File: src/rtl/loss_cmd_fifo.sv
// Two-entry command queue between front and back.
`default_nettype none
module loss_cmd_fifo #(
  parameter int W = 8
) (
  input  wire logic         clk_i,
  input  wire logic         rst_ni,
  input  wire logic         push_i,
  input  wire logic [W-1:0] wdata_i,
  output logic              full_o,
  input  wire logic         pop_i,
  output logic              valid_o,
  output logic      [W-1:0] rdata_o
);
  logic [W-1:0] buf_q [2];
  logic         wr_ptr_q, wr_ptr_d;
  logic         rd_ptr_q, rd_ptr_d;
  logic [1:0]   cnt_q, cnt_d;

  assign full_o  = (cnt_q == 2'd2);
  assign valid_o = (cnt_q != 2'd0);
  assign rdata_o = buf_q[rd_ptr_q];

  // Advance pointers and fill level
  always_comb begin
    wr_ptr_d = wr_ptr_q ^ push_i;
    rd_ptr_d = rd_ptr_q ^ pop_i;
    cnt_d    = cnt_q + 2'(push_i) - 2'(pop_i);
  end

  always_ff @(posedge clk_i or negedge rst_ni) begin
    if (!rst_ni) begin
      wr_ptr_q <= 1'b0;
      rd_ptr_q <= 1'b0;
      cnt_q    <= 2'd0;
    end else begin
      wr_ptr_q <= wr_ptr_d;
      rd_ptr_q <= rd_ptr_d;
      cnt_q    <= cnt_d;
    end
  end

  // Store pushed item
  always_ff @(posedge clk_i) begin
    if (push_i) begin
      buf_q[wr_ptr_q] <= wdata_i;
    end
  end
endmodule
`default_nettype wire

File: config.mk
export PLATFORM = sky130hd
export DESIGN_NAME = loss_cmd_fifo
export DESIGN_NICKNAME = d
export VERILOG_FILES = /design/src/rtl/loss_cmd_fifo.sv
export SDC_FILE = /design/constraint.sdc
export NUM_CORES = 1
export LEC_CHECK = 0
export BUFFER_PORTS_ARGS = -buffer_cell sky130_fd_sc_hd__buf_2
export CAP_MARGIN = 20
export CORE_ASPECT_RATIO = 0.75
export CORE_MARGIN = 4
export CORE_UTILIZATION = 30
export DETAILED_ROUTE_END_ITERATION = 7
export REMOVE_ABC_BUFFERS = 1
export SKIP_CTS_REPAIR_TIMING = 1
export SLEW_MARGIN = 25
export SYNTH_ARGS = -nofsm -noshare
export SYNTH_HDL_FRONTEND = slang
export SYNTH_SLANG_ARGS = --single-unit
export TNS_END_PERCENT = 1
File: constraint.sdc
create_clock -name clk_i -period 1.5 [get_ports clk_i]
set_input_delay 0.3 -clock clk_i [delete_from_list [all_inputs] [get_ports clk_i]]
set_output_delay 0.3 -clock clk_i [all_outputs]
set_load 0.1 [all_outputs]
==> key figures <==
Timing
  • Maximum clock frequency: 623.0 MHz
  • Actual slew at the worst max-slew pin: 0.3972 ns
  • Finish-stage setup viols: 8
  • Setup repair after global routing missed its margin: true
  • Final cycle utilization of the critical path: 107.0%
  • Setup skew after layout: 0.0008681 ns
  • Number of max-slew violations in the final report: 0
  • Worst Slack Setup Final: -0.1051 ns
  • Hold violation total from the final report: 0
  • Accumulated negative setup slack: -0.7881 ns
  • Clock period minus final worst setup slack: 1.605 ns
  • Rel. slew slack: 73.52%

Drt
  • Detail Route Antenna Nets: 0
  • Total Routed Length: approximately 1.2 mm
  • Via count: 414
  • Initial drt markers: 2
  • Routed WL per cell: about 11 um
  • Drt via density: 3.869
  • Number of iterations in the first detailed-routing pass: 2
  • DR DRC count: 0

Yosys
  • Synthesized netlist cell count: 41
  • Post-synthesis area per instance: 20.05 sq um
  • Number of unique standard cell types used by synthesis: 10
  • Fraction of post-synthesis cell area in the top cell type by area: 58.45%
  • Post-Syn Area: 822.0 sq um
  • Synthesized flop and latch total: 20
  • Largest cells by area after synthesis: sky130_fd_sc_hd__edfxtp_1 58%, sky130_fd_sc_hd__mux2_4 15%, sky130_fd_sc_hd__dfrtp_1 12%, sky130_fd_sc_hd__ha_1 6.1%, sky130_fd_sc_hd__xor3_1 2.9%
  • Sequential element share of the synthesized area: between 70% and 80%
  • Yosys warning total: 0
  • Synth area leader: sky130_fd_sc_hd__edfxtp_1

Floorplan
  • Y dimension of the die: 53.34 um
  • Effective utilization at floorplan: a little under a third
  • Area of the die: 0.003651 sq mm
  • Placeable core region: 0.002623 sq mm
  • Top-level port count: 22
  • Std cell rows: 16
  • X dimension of the die: 68.45 um

Place
  • Final GP Congestion: 0.5992
  • Post-detailed-placement half-perimeter wirelength: 866.7 um
  • Number of port buffers: 21

Final layout
  • Count of fill cells added during filler insertion: about 230
  • Area growth from synthesis to layout: 46.88%
  • Diodes inserted: 0
  • Register cell area after layout: 581.8 sq um
  • Post-layout util: 46.04%
  • Layout cell share with drive strength beyond 1: 54.93%
  • Nets: 88
  • Area occupied by multi-input gates: about 220 sq um

Critical path
  • Kind of start point of the critical path: flip-flop
  • CP required: 1.20 ns
  • Critical path fanouts, max: 4
  • Signal arrival time at the worst endpoint: 1.31 ns
  • Critical path endpoint category: primary output
  • Critical path start-end classification: reg -> out

Flow run
  • Max-Cap Viols: 0

CTS
  • Root cell of the clock tree: sky130_fd_sc_hd__clkbuf_8
  • Clock insertion delay at the later pin of the skew report: roughly 0.25 ns
  • H-tree levels: 1
  • CTS clock-pin slew for the worst setup and hold paths: 0.07 ns
  • Maximum count of clock buffers along a single path: 2
  • Total clock sinks: 20
  • CTS tree: built
  • CTS buffer count: 3

GRT
  • Via count of the first global-routing pass: 443
  • GRT Overall Usage: roughly 7%
  • Total congestion overflow: 0
  • Antenna violations before repair: 0
  • Pin count of the biggest net entering global routing: 12
  • First-pass GRT wire length: 1.745 mm

Worst hold path
  • Hold/Removal Path Class: in -> reg

Status
  • Failing checks: negative setup slack
  • Run status: finished, violations left
-- final cells by class --
class / count / area share, %
clock buffer: 4 / 3.731
timing repair buffer: 27 / 25.28
tap: 36 / 3.731
sequential: 20 / 48.19
multi-input combinational: 16 / 17.82
inverter: 4 / 1.244
-- metal layers --
metal	vias to the layer above	part of all wire [%]	wire length, um	global-route usage, %
met2	14	54	648	12.36
met1	192	37	448	6.719
met5	-	0	0	0
met4	0	0.50	6	4.950
met3	2	8.8	106	2.760
li1	206	-	-	-
-- metrics by stage --
stage          setup slack, ns  cells  instance area (sq um)  hold slack (ns)
3_3_place_gp           0.01834     97                   1096           0.1132
5_1_grt                -0.1372    107                   1207           0.2242
3_5_place_dp           0.01229     97                   1096           0.1156
4_1_cts                -0.2737    101                   1141          -0.1613
2_1_floorplan          -0.5147     40                  810.8         0.004409
6_report               -0.1051    107                   1207           0.2329
-- cell usage in the layout, fill, tap and decap left out, drive strengths merged --
master        n
buf          26
edfxtp       16
mux2          8
inv           4
ha            4
clkbuf        4
dfrtp         4
xor3          1
or2           1
xor2          1
nor2b         1
dlygate4sd3   1
-- cells in the mapped netlist, drive strengths merged --
cell	number
nor2b	1
or2	1
dfrtp	4
inv	4
ha	4
buf	1
xor2	1
mux2	8
xor3	1
edfxtp	16
-- worst paths after layout --
path / slack (ns) / start / end / cells after the start
worst max-delay path: -0.11 / rd_ptr_q / rdata_o[0] / 3
worst min-delay path: 0.23 / wdata_i[6] / buf_q[1][6] / 1
worst max register to register: 0.30 / cnt_q[0] / cnt_q[1] / 5
worst min register to register: 0.62 / cnt_q[1] / cnt_q[1] / 1
max in group asynchronous: 0.98 / rst_ni / rd_ptr_q / 2
min in group asynchronous: 0.39 / rst_ni / rd_ptr_q / 2
-- state kept, by name, summed over array words and instances (netlist names) --
signal and cells:
cnt_q 2, rd_ptr_q 1, buf_q 16, wr_ptr_q 1
-- logic make-up (layout without fill, tap and decap cells) --
logic type    Yosys count  in the layout  share of synthesized area (%)
mux                     8              8                          14.61
buf+inv                 5             35                          3.196
simple gates            2              2                          1.523
xor+xnor                2              2                          3.957
fa+ha+maj               4              4                          6.089
flops                  20             20                          70.62
-- critical path: stages (launching register included) --
cell	delay, ns
sky130_fd_sc_hd__dfrtp_2	0.44
sky130_fd_sc_hd__buf_4	0.14
sky130_fd_sc_hd__mux2_4	0.30
sky130_fd_sc_hd__buf_12	0.17
Power is left out: the tool's default activity adds up to more than one toggle a clock period on the data nets, which glitch-free logic cannot reach.
